==> config.mk <==
export PLATFORM = sky130hd
export DESIGN_NAME = text_terminal_cursor_engine
export DESIGN_NICKNAME = d
export VERILOG_FILES = /design/src/hdl/tte_pkg.sv /design/src/hdl/tte_step.sv /design/src/hdl/text_terminal_cursor_engine.sv
export SDC_FILE = /design/constraint.sdc
export NUM_CORES = 1
export LEC_CHECK = 0
export ABC_CLOCK_PERIOD_IN_PS = 6600
export BUFFER_PORTS_ARGS = -buffer_cell sky130_fd_sc_hd__buf_2
export CAP_MARGIN = 5
export CORE_MARGIN = 5
export CORE_UTILIZATION = 55
export CTS_BUF_LIST = sky130_fd_sc_hd__clkbuf_4
export CTS_CLUSTER_SIZE = 12
export DETAILED_ROUTE_END_ITERATION = 10
export HOLD_SLACK_MARGIN = 0.03
export PLACE_DENSITY = 0.75
export SLEW_MARGIN = 20
export SYNTH_ARGS = -nofsm -noshare
export SYNTH_HDL_FRONTEND = slang
export SYNTH_SLANG_ARGS = --single-unit
==> constraint.sdc <==
create_clock -name clock -period 6.6 [get_ports clock]
set_input_delay 1.32 -clock clock [delete_from_list [all_inputs] [get_ports clock]]
set_output_delay 1.32 -clock clock [all_outputs]
set_load 0.02 [all_outputs]
==> src/hdl/tte_pkg.sv <==
// ============================================================================
// tte_pkg - shared types and codes for the text terminal cursor engine
// Command/result codes, cursor and sequencer types, character constants.
// ============================================================================
package tte_pkg;

   // field widths fixed by the stream formats
   localparam int COL_W   = 7;
   localparam int ROW_W   = 5;
   localparam int CHAR_W  = 8;
   localparam int COLOR_W = 4;

   // default screen geometry
   localparam int DEF_COLUMNS = 80;
   localparam int DEF_ROWS    = 25;

   // command opcodes
   localparam logic [1:0] OP_PUT   = 2'd0;
   localparam logic [1:0] OP_BACK  = 2'd1;
   localparam logic [1:0] OP_SET   = 2'd2;
   localparam logic [1:0] OP_CLEAR = 2'd3;

   // configuration register indexes
   localparam logic CSR_FG = 1'b0;
   localparam logic CSR_BG = 1'b1;

   // reset colors
   localparam logic [COLOR_W-1:0] FG_RESET = 4'd15;
   localparam logic [COLOR_W-1:0] BG_RESET = 4'd0;

   // characters
   localparam logic [CHAR_W-1:0] CHAR_NEWLINE = 8'h0A;
   localparam logic [CHAR_W-1:0] CHAR_TAB     = 8'h09;
   localparam logic [CHAR_W-1:0] CHAR_SPACE   = 8'h20;
   localparam logic [CHAR_W-1:0] CHAR_NUL     = 8'h00;

   // last tab_count value: a tab expands to four spaces
   localparam logic [1:0] TAB_LAST = 2'd3;

   typedef enum logic [1:0] {
      ACT_WRITE  = 2'd0,
      ACT_SCROLL = 2'd1,
      ACT_CURSOR = 2'd2,
      ACT_CLEAR  = 2'd3
   } action_type;

   // one-hot sequencer phase
   typedef enum logic [3:0] {
      PH_WRITE  = 4'b0001,
      PH_SCROLL = 4'b0010,
      PH_MOVE   = 4'b0100,
      PH_FINAL  = 4'b1000
   } phase_type;

   typedef struct packed {
      logic [1:0]        opcode;
      logic [CHAR_W-1:0] char_code;
      logic [COL_W-1:0]  new_col;
      logic [ROW_W-1:0]  new_row;
   } cmd_type;

   typedef struct packed {
      logic [COL_W-1:0] col;
      logic [ROW_W-1:0] row;
   } cursor_type;

   typedef struct packed {
      phase_type  phase;
      logic [1:0] tab_count;
   } seq_type;

   localparam seq_type SEQ_START = '{phase: PH_WRITE, tab_count: 2'd0};

   // one step of work: the result it emits and the status of the command
   typedef struct packed {
      logic              emit;
      logic              done;
      action_type        action;
      logic [CHAR_W-1:0] cell_char;
      cursor_type        pos;
   } step_type;

endpackage

==> src/hdl/tte_step.sv <==
// ============================================================================
// tte_step - one sequencer step of the cursor engine
// Given the current command, cursor and phase, forms the next result item,
// the next cursor and the next phase.
// ============================================================================
module tte_step
   import tte_pkg::*;
#(
   parameter int COLUMNS = DEF_COLUMNS,
   parameter int ROWS    = DEF_ROWS
) (
   input  cmd_type    cmd,
   input  cursor_type cur,
   input  seq_type    seq,
   output step_type   step,
   output cursor_type cur_nxt,
   output seq_type    seq_nxt
);

   localparam logic [COL_W-1:0] LAST_COL = COL_W'(COLUMNS - 1);
   localparam logic [ROW_W-1:0] LAST_ROW = ROW_W'(ROWS - 1);

   logic              is_tab;
   logic [CHAR_W-1:0] put_ch;

   assign is_tab = (cmd.char_code == CHAR_TAB);
   assign put_ch = is_tab ? CHAR_SPACE : cmd.char_code;

   always_comb begin
      step.emit      = 1'b1;
      step.done      = 1'b0;
      step.action    = ACT_CURSOR;
      step.cell_char = CHAR_NUL;
      step.pos       = cur;
      cur_nxt        = cur;
      seq_nxt        = seq;

      unique case (cmd.opcode)
         OP_PUT: begin
            unique case (seq.phase)
               PH_WRITE: begin
                  if (!is_tab && cmd.char_code == CHAR_NEWLINE) begin
                     cur_nxt.col = '0;
                     if (cur.row == LAST_ROW) begin
                        step.action    = ACT_SCROLL;
                        step.cell_char = CHAR_SPACE;
                        step.pos       = '0;
                        seq_nxt.phase  = PH_MOVE;
                     end else begin
                        cur_nxt.row = cur.row + 1'b1;
                        step.pos    = '{col: '0, row: cur.row + 1'b1};
                        step.done   = 1'b1;
                     end
                  end else begin
                     step.action    = ACT_WRITE;
                     step.cell_char = put_ch;
                     seq_nxt.phase  = PH_MOVE;
                     if (cur.col == LAST_COL) begin
                        cur_nxt.col = '0;
                        // wrap off the bottom row: row stays pinned, a scroll follows the write
                        if (cur.row == LAST_ROW) seq_nxt.phase = PH_SCROLL;
                        else cur_nxt.row = cur.row + 1'b1;
                     end else begin
                        cur_nxt.col = cur.col + 1'b1;
                     end
                  end
               end
               PH_SCROLL: begin
                  step.action    = ACT_SCROLL;
                  step.cell_char = CHAR_SPACE;
                  step.pos       = '0;
                  seq_nxt.phase  = PH_MOVE;
               end
               PH_MOVE: begin
                  if (is_tab) begin
                     if (seq.tab_count == TAB_LAST) begin
                        seq_nxt.phase = PH_FINAL;
                     end else begin
                        seq_nxt.tab_count = seq.tab_count + 1'b1;
                        seq_nxt.phase     = PH_WRITE;
                     end
                  end else begin
                     step.done = 1'b1;
                  end
               end
               PH_FINAL: begin
                  step.done = 1'b1;
               end
               default: begin
                  step.emit = 1'b0;
                  step.done = 1'b1;
               end
            endcase
         end
         OP_BACK: begin
            if (seq.phase == PH_MOVE) begin
               step.done = 1'b1;
            end else if (cur.col == '0 && cur.row == '0) begin
               // at the origin: nothing to do
               step.emit = 1'b0;
               step.done = 1'b1;
            end else begin
               if (cur.col == '0) begin
                  cur_nxt.col = LAST_COL;
                  cur_nxt.row = cur.row - 1'b1;
               end else begin
                  cur_nxt.col = cur.col - 1'b1;
               end
               step.action    = ACT_WRITE;
               step.cell_char = CHAR_SPACE;
               step.pos       = cur_nxt;
               seq_nxt.phase  = PH_MOVE;
            end
         end
         OP_SET: begin
            cur_nxt.col = (cmd.new_col > LAST_COL) ? LAST_COL : cmd.new_col;
            cur_nxt.row = (cmd.new_row > LAST_ROW) ? LAST_ROW : cmd.new_row;
            step.pos    = cur_nxt;
            step.done   = 1'b1;
         end
         OP_CLEAR: begin
            step.action    = ACT_CLEAR;
            step.cell_char = cmd.char_code;
            step.pos       = '0;
            step.done      = 1'b1;
         end
         default: begin
            step.emit = 1'b0;
            step.done = 1'b1;
         end
      endcase

      if (step.done) seq_nxt = SEQ_START;
   end

endmodule

==> src/hdl/text_terminal_cursor_engine.sv <==
// ============================================================================
// text_terminal_cursor_engine - text console cursor engine
// Takes put-char / backspace / set-cursor / clear commands and emits display
// actions (cell write, scroll, cursor move, clear), one a cycle unless stalled.
// ============================================================================
// Path: an accepted command is loaded into the command register, and each
//   result item into the result register; items come one per cycle while
//   rsp_tready is high, and a held item stalls the single step sequencer.
// Steps: a put char writes the cell (a newline does not), may scroll, then
//   moves the cursor; a tab does so four times. The next command is taken
//   in the cycle its last item is formed.
// Reset: synchronous; cursor to (0,0), fg 15, bg 0, no item pending.
// ============================================================================
module text_terminal_cursor_engine
   import tte_pkg::*;
#(
   parameter int COLUMNS = DEF_COLUMNS,
   parameter int ROWS    = DEF_ROWS
) (
   input  logic                clock,
   input  logic                reset,

   // command stream
   input  logic                req_tvalid,
   output logic                req_tready,
   input  logic [23:0]         req_tdata,   // char_code[7:0], new_col[14:8],
                                            // new_row[19:15], zero fill
   input  logic [1:0]          req_tuser,   // opcode[1:0]

   // result stream
   output logic                rsp_tvalid,
   input  logic                rsp_tready,
   output logic [31:0]         rsp_tdata,   // cell_char[7:0], col[14:8],
                                            // row[19:15], fg[23:20],
                                            // bg[27:24], zero fill
   output logic [1:0]          rsp_tuser,   // action[1:0]
   output logic                rsp_tlast,   // last item of the command

   // configuration
   input  logic                csr_wen,
   input  logic                csr_index,
   input  logic [COLOR_W-1:0]  csr_wdata
);

   localparam logic [COL_W-1:0] LAST_COL = COL_W'(COLUMNS - 1);
   localparam logic [ROW_W-1:0] LAST_ROW = ROW_W'(ROWS - 1);

   // command register and sequencer state
   logic        busy_ff, busy_in;
   cmd_type     cmd_ff, cmd_in;
   seq_type     seq_ff, seq_in;
   cursor_type  cursor_ff, cursor_in;

   // colors
   logic [COLOR_W-1:0] fg_ff, fg_in;
   logic [COLOR_W-1:0] bg_ff, bg_in;

   // result register
   logic               rsp_valid_ff, rsp_valid_in;
   action_type         rsp_action_ff, rsp_action_in;
   logic [CHAR_W-1:0]  rsp_char_ff, rsp_char_in;
   cursor_type         rsp_pos_ff, rsp_pos_in;
   logic [COLOR_W-1:0] rsp_fg_ff, rsp_fg_in;
   logic [COLOR_W-1:0] rsp_bg_ff, rsp_bg_in;
   logic               rsp_last_ff, rsp_last_in;

   step_type    step;
   cursor_type  cur_nxt;
   seq_type     seq_nxt;

   logic out_free;
   logic fire;
   logic accept;

   tte_step #(
      .COLUMNS (COLUMNS),
      .ROWS    (ROWS)
   ) u_step (
      .cmd     (cmd_ff),
      .cur     (cursor_ff),
      .seq     (seq_ff),
      .step    (step),
      .cur_nxt (cur_nxt),
      .seq_nxt (seq_nxt)
   );

   // result slot is free when empty or being drained this cycle
   assign out_free   = !rsp_valid_ff || rsp_tready;
   assign fire       = busy_ff && out_free;
   // take a new command when idle or when the current one finishes now
   assign req_tready = !busy_ff || (fire && step.done);
   assign accept     = req_tvalid && req_tready;

   always_comb begin
      busy_in   = busy_ff;
      cmd_in    = cmd_ff;
      seq_in    = seq_ff;
      cursor_in = cursor_ff;

      if (fire) begin
         seq_in    = seq_nxt;
         cursor_in = cur_nxt;
         if (step.done) busy_in = 1'b0;
      end
      if (accept) begin
         busy_in = 1'b1;
         cmd_in  = '{opcode:    req_tuser,
                     char_code: req_tdata[7:0],
                     new_col:   req_tdata[14:8],
                     new_row:   req_tdata[19:15]};
      end
   end

   // configuration writes
   always_comb begin
      fg_in = fg_ff;
      bg_in = bg_ff;
      if (csr_wen) begin
         unique case (csr_index)
            CSR_FG:  fg_in = csr_wdata;
            CSR_BG:  bg_in = csr_wdata;
            default: ;
         endcase
      end
   end

   // result register: load on an emitting step, clear when taken
   always_comb begin
      rsp_valid_in  = rsp_valid_ff && !rsp_tready;
      rsp_action_in = rsp_action_ff;
      rsp_char_in   = rsp_char_ff;
      rsp_pos_in    = rsp_pos_ff;
      rsp_fg_in     = rsp_fg_ff;
      rsp_bg_in     = rsp_bg_ff;
      rsp_last_in   = rsp_last_ff;
      if (fire && step.emit) begin
         rsp_valid_in  = 1'b1;
         rsp_action_in = step.action;
         rsp_char_in   = step.cell_char;
         rsp_pos_in    = step.pos;
         rsp_fg_in     = fg_ff;
         rsp_bg_in     = bg_ff;
         rsp_last_in   = step.done;
      end
   end

   always_ff @(posedge clock) begin
      if (reset) begin
         busy_ff      <= 1'b0;
         seq_ff       <= SEQ_START;
         cursor_ff    <= '0;
         fg_ff        <= FG_RESET;
         bg_ff        <= BG_RESET;
         rsp_valid_ff <= 1'b0;
      end else begin
         busy_ff      <= busy_in;
         seq_ff       <= seq_in;
         cursor_ff    <= cursor_in;
         fg_ff        <= fg_in;
         bg_ff        <= bg_in;
         rsp_valid_ff <= rsp_valid_in;
      end
   end

   // payload: no reset
   always_ff @(posedge clock) begin
      cmd_ff        <= cmd_in;
      rsp_action_ff <= rsp_action_in;
      rsp_char_ff   <= rsp_char_in;
      rsp_pos_ff    <= rsp_pos_in;
      rsp_fg_ff     <= rsp_fg_in;
      rsp_bg_ff     <= rsp_bg_in;
      rsp_last_ff   <= rsp_last_in;
   end

   assign rsp_tvalid = rsp_valid_ff;
   assign rsp_tuser  = rsp_action_ff;
   assign rsp_tlast  = rsp_last_ff;
   assign rsp_tdata  = {4'd0, rsp_bg_ff, rsp_fg_ff,
                        rsp_pos_ff.row, rsp_pos_ff.col, rsp_char_ff};

   // ------------------------------------------------------------------------
   // checks
   // ------------------------------------------------------------------------

   // cursor never leaves the screen
   a_cursor_on_screen: assert property (@(posedge clock) disable iff (reset)
      cursor_ff.col <= LAST_COL && cursor_ff.row <= LAST_ROW)
      else $error("cursor outside screen");

   // an idle engine always restarts its sequence from the write phase
   a_idle_seq_start: assert property (@(posedge clock) disable iff (reset)
      !busy_ff |-> (seq_ff.phase == PH_WRITE && seq_ff.tab_count == 2'd0))
      else $error("sequencer not at start while idle");

   // scrolls are only produced with the cursor pinned to the bottom row
   a_scroll_at_bottom: assert property (@(posedge clock) disable iff (reset)
      (fire && step.emit && step.action == ACT_SCROLL) |-> cursor_ff.row == LAST_ROW)
      else $error("scroll away from bottom row");

   // tab expansion counter only runs for a tab put
   a_tab_count_tab: assert property (@(posedge clock) disable iff (reset)
      (busy_ff && seq_ff.tab_count != 2'd0) |->
         (cmd_ff.opcode == OP_PUT && cmd_ff.char_code == CHAR_TAB))
      else $error("tab counter active outside a tab");

   // a finished command releases the slot: the next cycle is idle or a new item
   a_done_release: assert property (@(posedge clock) disable iff (reset)
      (fire && step.done && !accept) |=> !busy_ff)
      else $error("engine stayed busy after last item");

endmodule
==> qor.json <==
{
  "final_cell_mix": {"value": "sky130_fd_sc_hd__buf_2 (64), sky130_fd_sc_hd__edfxtp_1 (53), sky130_fd_sc_hd__o21ai_0 (41), sky130_fd_sc_hd__a21oi_1 (37), sky130_fd_sc_hd__nand2_1 (37)"},
  "synth_largest_type_area_fraction": {"value": 35.9, "unit": "%"},
  "setup_total_negative_slack": {"value": 0, "unit": "ns"},
  "globalRouteTotalUtil": {"value": 21.5, "unit": "%"},
  "die_x": {"value": 99.8, "unit": "microns"},
  "post_synth_inst_count": {"value": 448},
  "final_max_slew_viol_count": {"value": 0},
  "timing.setup.critical_path_class": {"value": "reg2out"},
  "post-synth-top-area-cell": {"value": "sky130_fd_sc_hd__edfxtp_1"},
  "post_drt_wl_per_cell": {"value": 17.3, "unit": "microns"},
  "place_congestion": {"value": 0.926},
  "report.final.hold_viol_count": {"value": 0},
  "drtPass1Iterations": {"value": 5},
  "synthesis.area": {"value": 4440, "unit": "sq um"},
  "critical_path.top_delay_family": {"value": "buffers and inverters"},
  "die-area": {"value": 9970, "unit": "sq um"},
  "synth.ff_latch_count": {"value": 81},
  "cts_repair_resize_count": {"value": 0},
  "multiInputGateArea": {"value": 2090, "unit": "sq um"},
  "power_per_cell_area": {"value": 245, "unit": "nW/um^2"},
  "floorplan.die.height": {"value": 99.8, "unit": "microns"},
  "skew": {"value": 0.0257, "unit": "ns"},
  "number_of_enable_type_register_cells_in_the_synthesized_netlist": {"value": 53},
  "standby_leakage_power": {"value": 1.81, "unit": "nW"},
  "grt_pass1_wl": {"value": 16900, "unit": "microns"},
  "worstPathCellList": {"value": "inv_1 -> ha_1 -> buf_4 -> clkinv_1 -> nor2_4 -> a22oi_2 -> o32ai_4 -> o21ai_1 -> buf_2"},
  "mostFrequentLayoutCell": {"value": "sky130_fd_sc_hd__buf_2"},
  "yosys-top-cells-area": {"value": "sky130_fd_sc_hd__edfxtp_1 (36%), sky130_fd_sc_hd__dfxtp_1 (13%), sky130_fd_sc_hd__o21ai_0 (4.6%)"},
  "grt_pass1_vias": {"value": 3410},
  "max-clock-path-buffers": {"value": 2},
  "drt-vias-per-instance": {"value": 6.17},
  "clk_pin_slew_worst_paths": {"value": 0.15, "unit": "ns"},
  "cts_made_buffers": {"value": 9},
  "initial_core_util": {"value": 56.9, "unit": "%"},
  "maxClockFrequency": {"value": 0.233, "unit": "GHz"},
  "cpMaxStageDelayCell": {"value": "sky130_fd_sc_hd__edfxtp_1"},
  "critical_path.max_stage_delay": {"value": 0.51, "unit": "ns"},
  "cts_hold_repair.buffers": {"value": 0},
  "synth_cell_type_count": {"value": 68},
  "setup-violations-final": {"value": 0},
  "relSlewSlack": {"value": 27.7, "unit": "%"},
  "clock_sinks": {"value": 81},
  "remaining_drc_errors": {"value": 0},
  "avgSynthCellArea": {"value": 9.91, "unit": "sq um"},
  "critPathMaxFanout": {"value": 26},
  "vias": {"value": 3738},
  "synth.yosys.warnings": {"value": 0},
  "crit_path_arrival_time": {"value": 2.98, "unit": "ns"},
  "h-tree-depth": {"value": 3},
  "clock_tree_from_tritoncts": {"value": "built"},
  "antenna_violating_nets_post_route": {"value": 0},
  "insertion_delay": {"value": 0.45, "unit": "ns"},
  "dp_hpwl": {"value": 7590, "unit": "microns"},
  "tcrit_tclk_final": {"value": 65.1, "unit": "%"},
  "grt_antenna_before_repair": {"value": 0},
  "antenna_cells_inserted": {"value": 0},
  "port_buffers": {"value": 64},
  "min_path_type": {"value": "reg2reg"},
  "gr-total-overflow": {"value": 0},
  "dr.first_iter.drc_count": {"value": 410},
  "post_layout_nonfiller_instances": {"value": 606},
  "synth_seq_area_share": {"value": 48.5, "unit": "%"},
  "fraction_of_layout_cells_with_a_size_suffix_above_1": {"value": 19.6, "unit": "%"},
  "largest_net_degree_at_the_start_of_global_routing": {"value": 28},
  "cp.buffers_inverters": {"value": 4},
  "vdd_drop_max": {"value": 0.102, "unit": "mV"},
  "async_flop_share": {"value": 0, "unit": "%"},
  "number_of_top_level_pins": {"value": 73},
  "finalNetCount": {"value": 547},
  "category_of_the_worst_setup_path_capture_point": {"value": "primary output"},
  "fin_hold_ws": {"value": 0.435, "unit": "ns"},
  "total_setup_buffers_inserted_after_cts": {"value": 0},
  "final_min_period": {"value": 4.30, "unit": "ns"},
  "filler_cell_count": {"value": 690},
  "required": {"value": 5.28, "unit": "ns"},
  "cts-root-buf": {"value": "sky130_fd_sc_hd__clkbuf_4"},
  "critical_path.startpoint_type": {"value": "flip-flop"},
  "regArea": {"value": 2150, "unit": "sq um"},
  "grt_setup_unrepaired": {"value": "no"},
  "reg2reg_setup_slack": {"value": 3.09, "unit": "ns"},
  "max-cap-violations": {"value": 0},
  "design_power_total": {"value": 1.20, "unit": "mW"},
  "rows": {"value": 32},
  "wirelength": {"value": 10500, "unit": "microns"},
  "core-area": {"value": 7810, "unit": "sq um"},
  "status": {"value": "finished, final reports clean"},
  "timing_worst_slew_pin_value": {"value": 1.08, "unit": "ns"},
  "placed_cells_incl_taps": {"value": 590},
  "synth_top_flop_cell": {"value": "sky130_fd_sc_hd__edfxtp_1"},
  "syn2layout_area_growth": {"value": 10.3, "unit": "%"}
}
[per-layer routing]
| layer | part of all wire, % | GRT usage [%] | up-vias |
|---|---|---|---|
| li1 | - | - | 1762 |
| met1 | 41 | 28.6 | 1770 |
| met2 | 49 | 35.0 | 182 |
| met3 | 8.0 | 3.27 | 24 |
| met4 | 1.8 | 8.82 | 0 |
| met5 | 0 | 0 | - |
[per-stage QoR]
step | cell area (sq um) | utilization, % | setup WS, ns
2_1_floorplan | 4450 | - | 3.00
3_3_place_gp | 4770 | 61.1 | 2.93
3_5_place_dp | 4770 | 61.1 | 2.84
4_1_cts | 4890 | 62.7 | 2.32
5_1_grt | 4890 | 62.7 | 2.09
6_report | 4890 | 62.7 | 2.30
[worst reg2reg max path, cell delays in order (launching register included)]
cell,delay [ns]
sky130_fd_sc_hd__dfxtp_1,0.41
sky130_fd_sc_hd__inv_1,0.14
sky130_fd_sc_hd__ha_1,0.18
sky130_fd_sc_hd__nor4b_1,0.44
sky130_fd_sc_hd__nand3_1,0.34
sky130_fd_sc_hd__a21oi_4,0.36
sky130_fd_sc_hd__o32ai_4,0.16
sky130_fd_sc_hd__o21ai_1,0.22
sky130_fd_sc_hd__and2_1,0.88
[cell families (layout without fill, tap and decap cells)]
group	Yosys count	in the layout	synth area share, %
and+or+nand+nor	156	156	19.4
AOI/OAI and AO/OA	135	135	20.2
DFF	81	81	48.5
buffers and inverters	45	98	4.71
adders and majority gates	12	12	3.38
xor gates and xnor gates	12	12	2.37
muxes	6	6	1.38
other	1	4	0.0845
[cells in the mapped netlist, drive strengths merged (7+ instances only)]
cell	n
a211oi	7
a21oi	38
and2	10
buf	15
clkbuf	15
dfxtp	28
edfxtp	53
ha	12
inv	12
nand2	37
nand3	26
nor2	28
nor3	12
o21ai	42
xnor2	7
[registers in the layout, indices dropped and copies added, names as in the netlist]
signal,flops
seq_ff,6
busy_ff,1
rsp_char_ff,8
rsp_fg_ff,4
bg_ff,4
cmd_ff,22
rsp_tdata,12
rsp_tlast,1
cursor_ff,12
rsp_tvalid,1
rsp_tuser,2
fg_ff,4
rsp_bg_ff,4
[path summary, 6_finish.rpt]
kind / startpoint / end / depth (start not counted)
max: cmd_ff[21]$_DFFE_PP_ / req_tready / 9
min: fg_ff[3]$_SDFFE_PP1P_ / rsp_fg_ff[3]$_DFFE_PP_ / 0
max reg2reg: cursor_ff[5]$_SDFFE_PP0P_ / cmd_ff[0]$_DFFE_PP_ / 8
min reg2reg: fg_ff[3]$_SDFFE_PP1P_ / rsp_fg_ff[3]$_DFFE_PP_ / 0
[where the power goes]
| group | switching (mW) | leakage [nW] | internal, mW |
|---|---|---|---|
| combinational | 0.207 | 1.02 | 0.115 |
| sequential | 0.0261 | 0.729 | 0.586 |
| clock | 0.188 | 0.0632 | 0.0802 |
| total | 0.421 | 1.81 | 0.781 |
[cell type report]
type	count	share of cell area (%)
Sequential cell	81	44.0
Multi-Input combinational cell	325	42.7
Inverter	15	1.20
Clock inverter	7	1.10
Clock buffer	9	1.38
Timing Repair Buffer	67	7.00
Tap cell	102	2.61
Power figures use the tool's default switching activity.
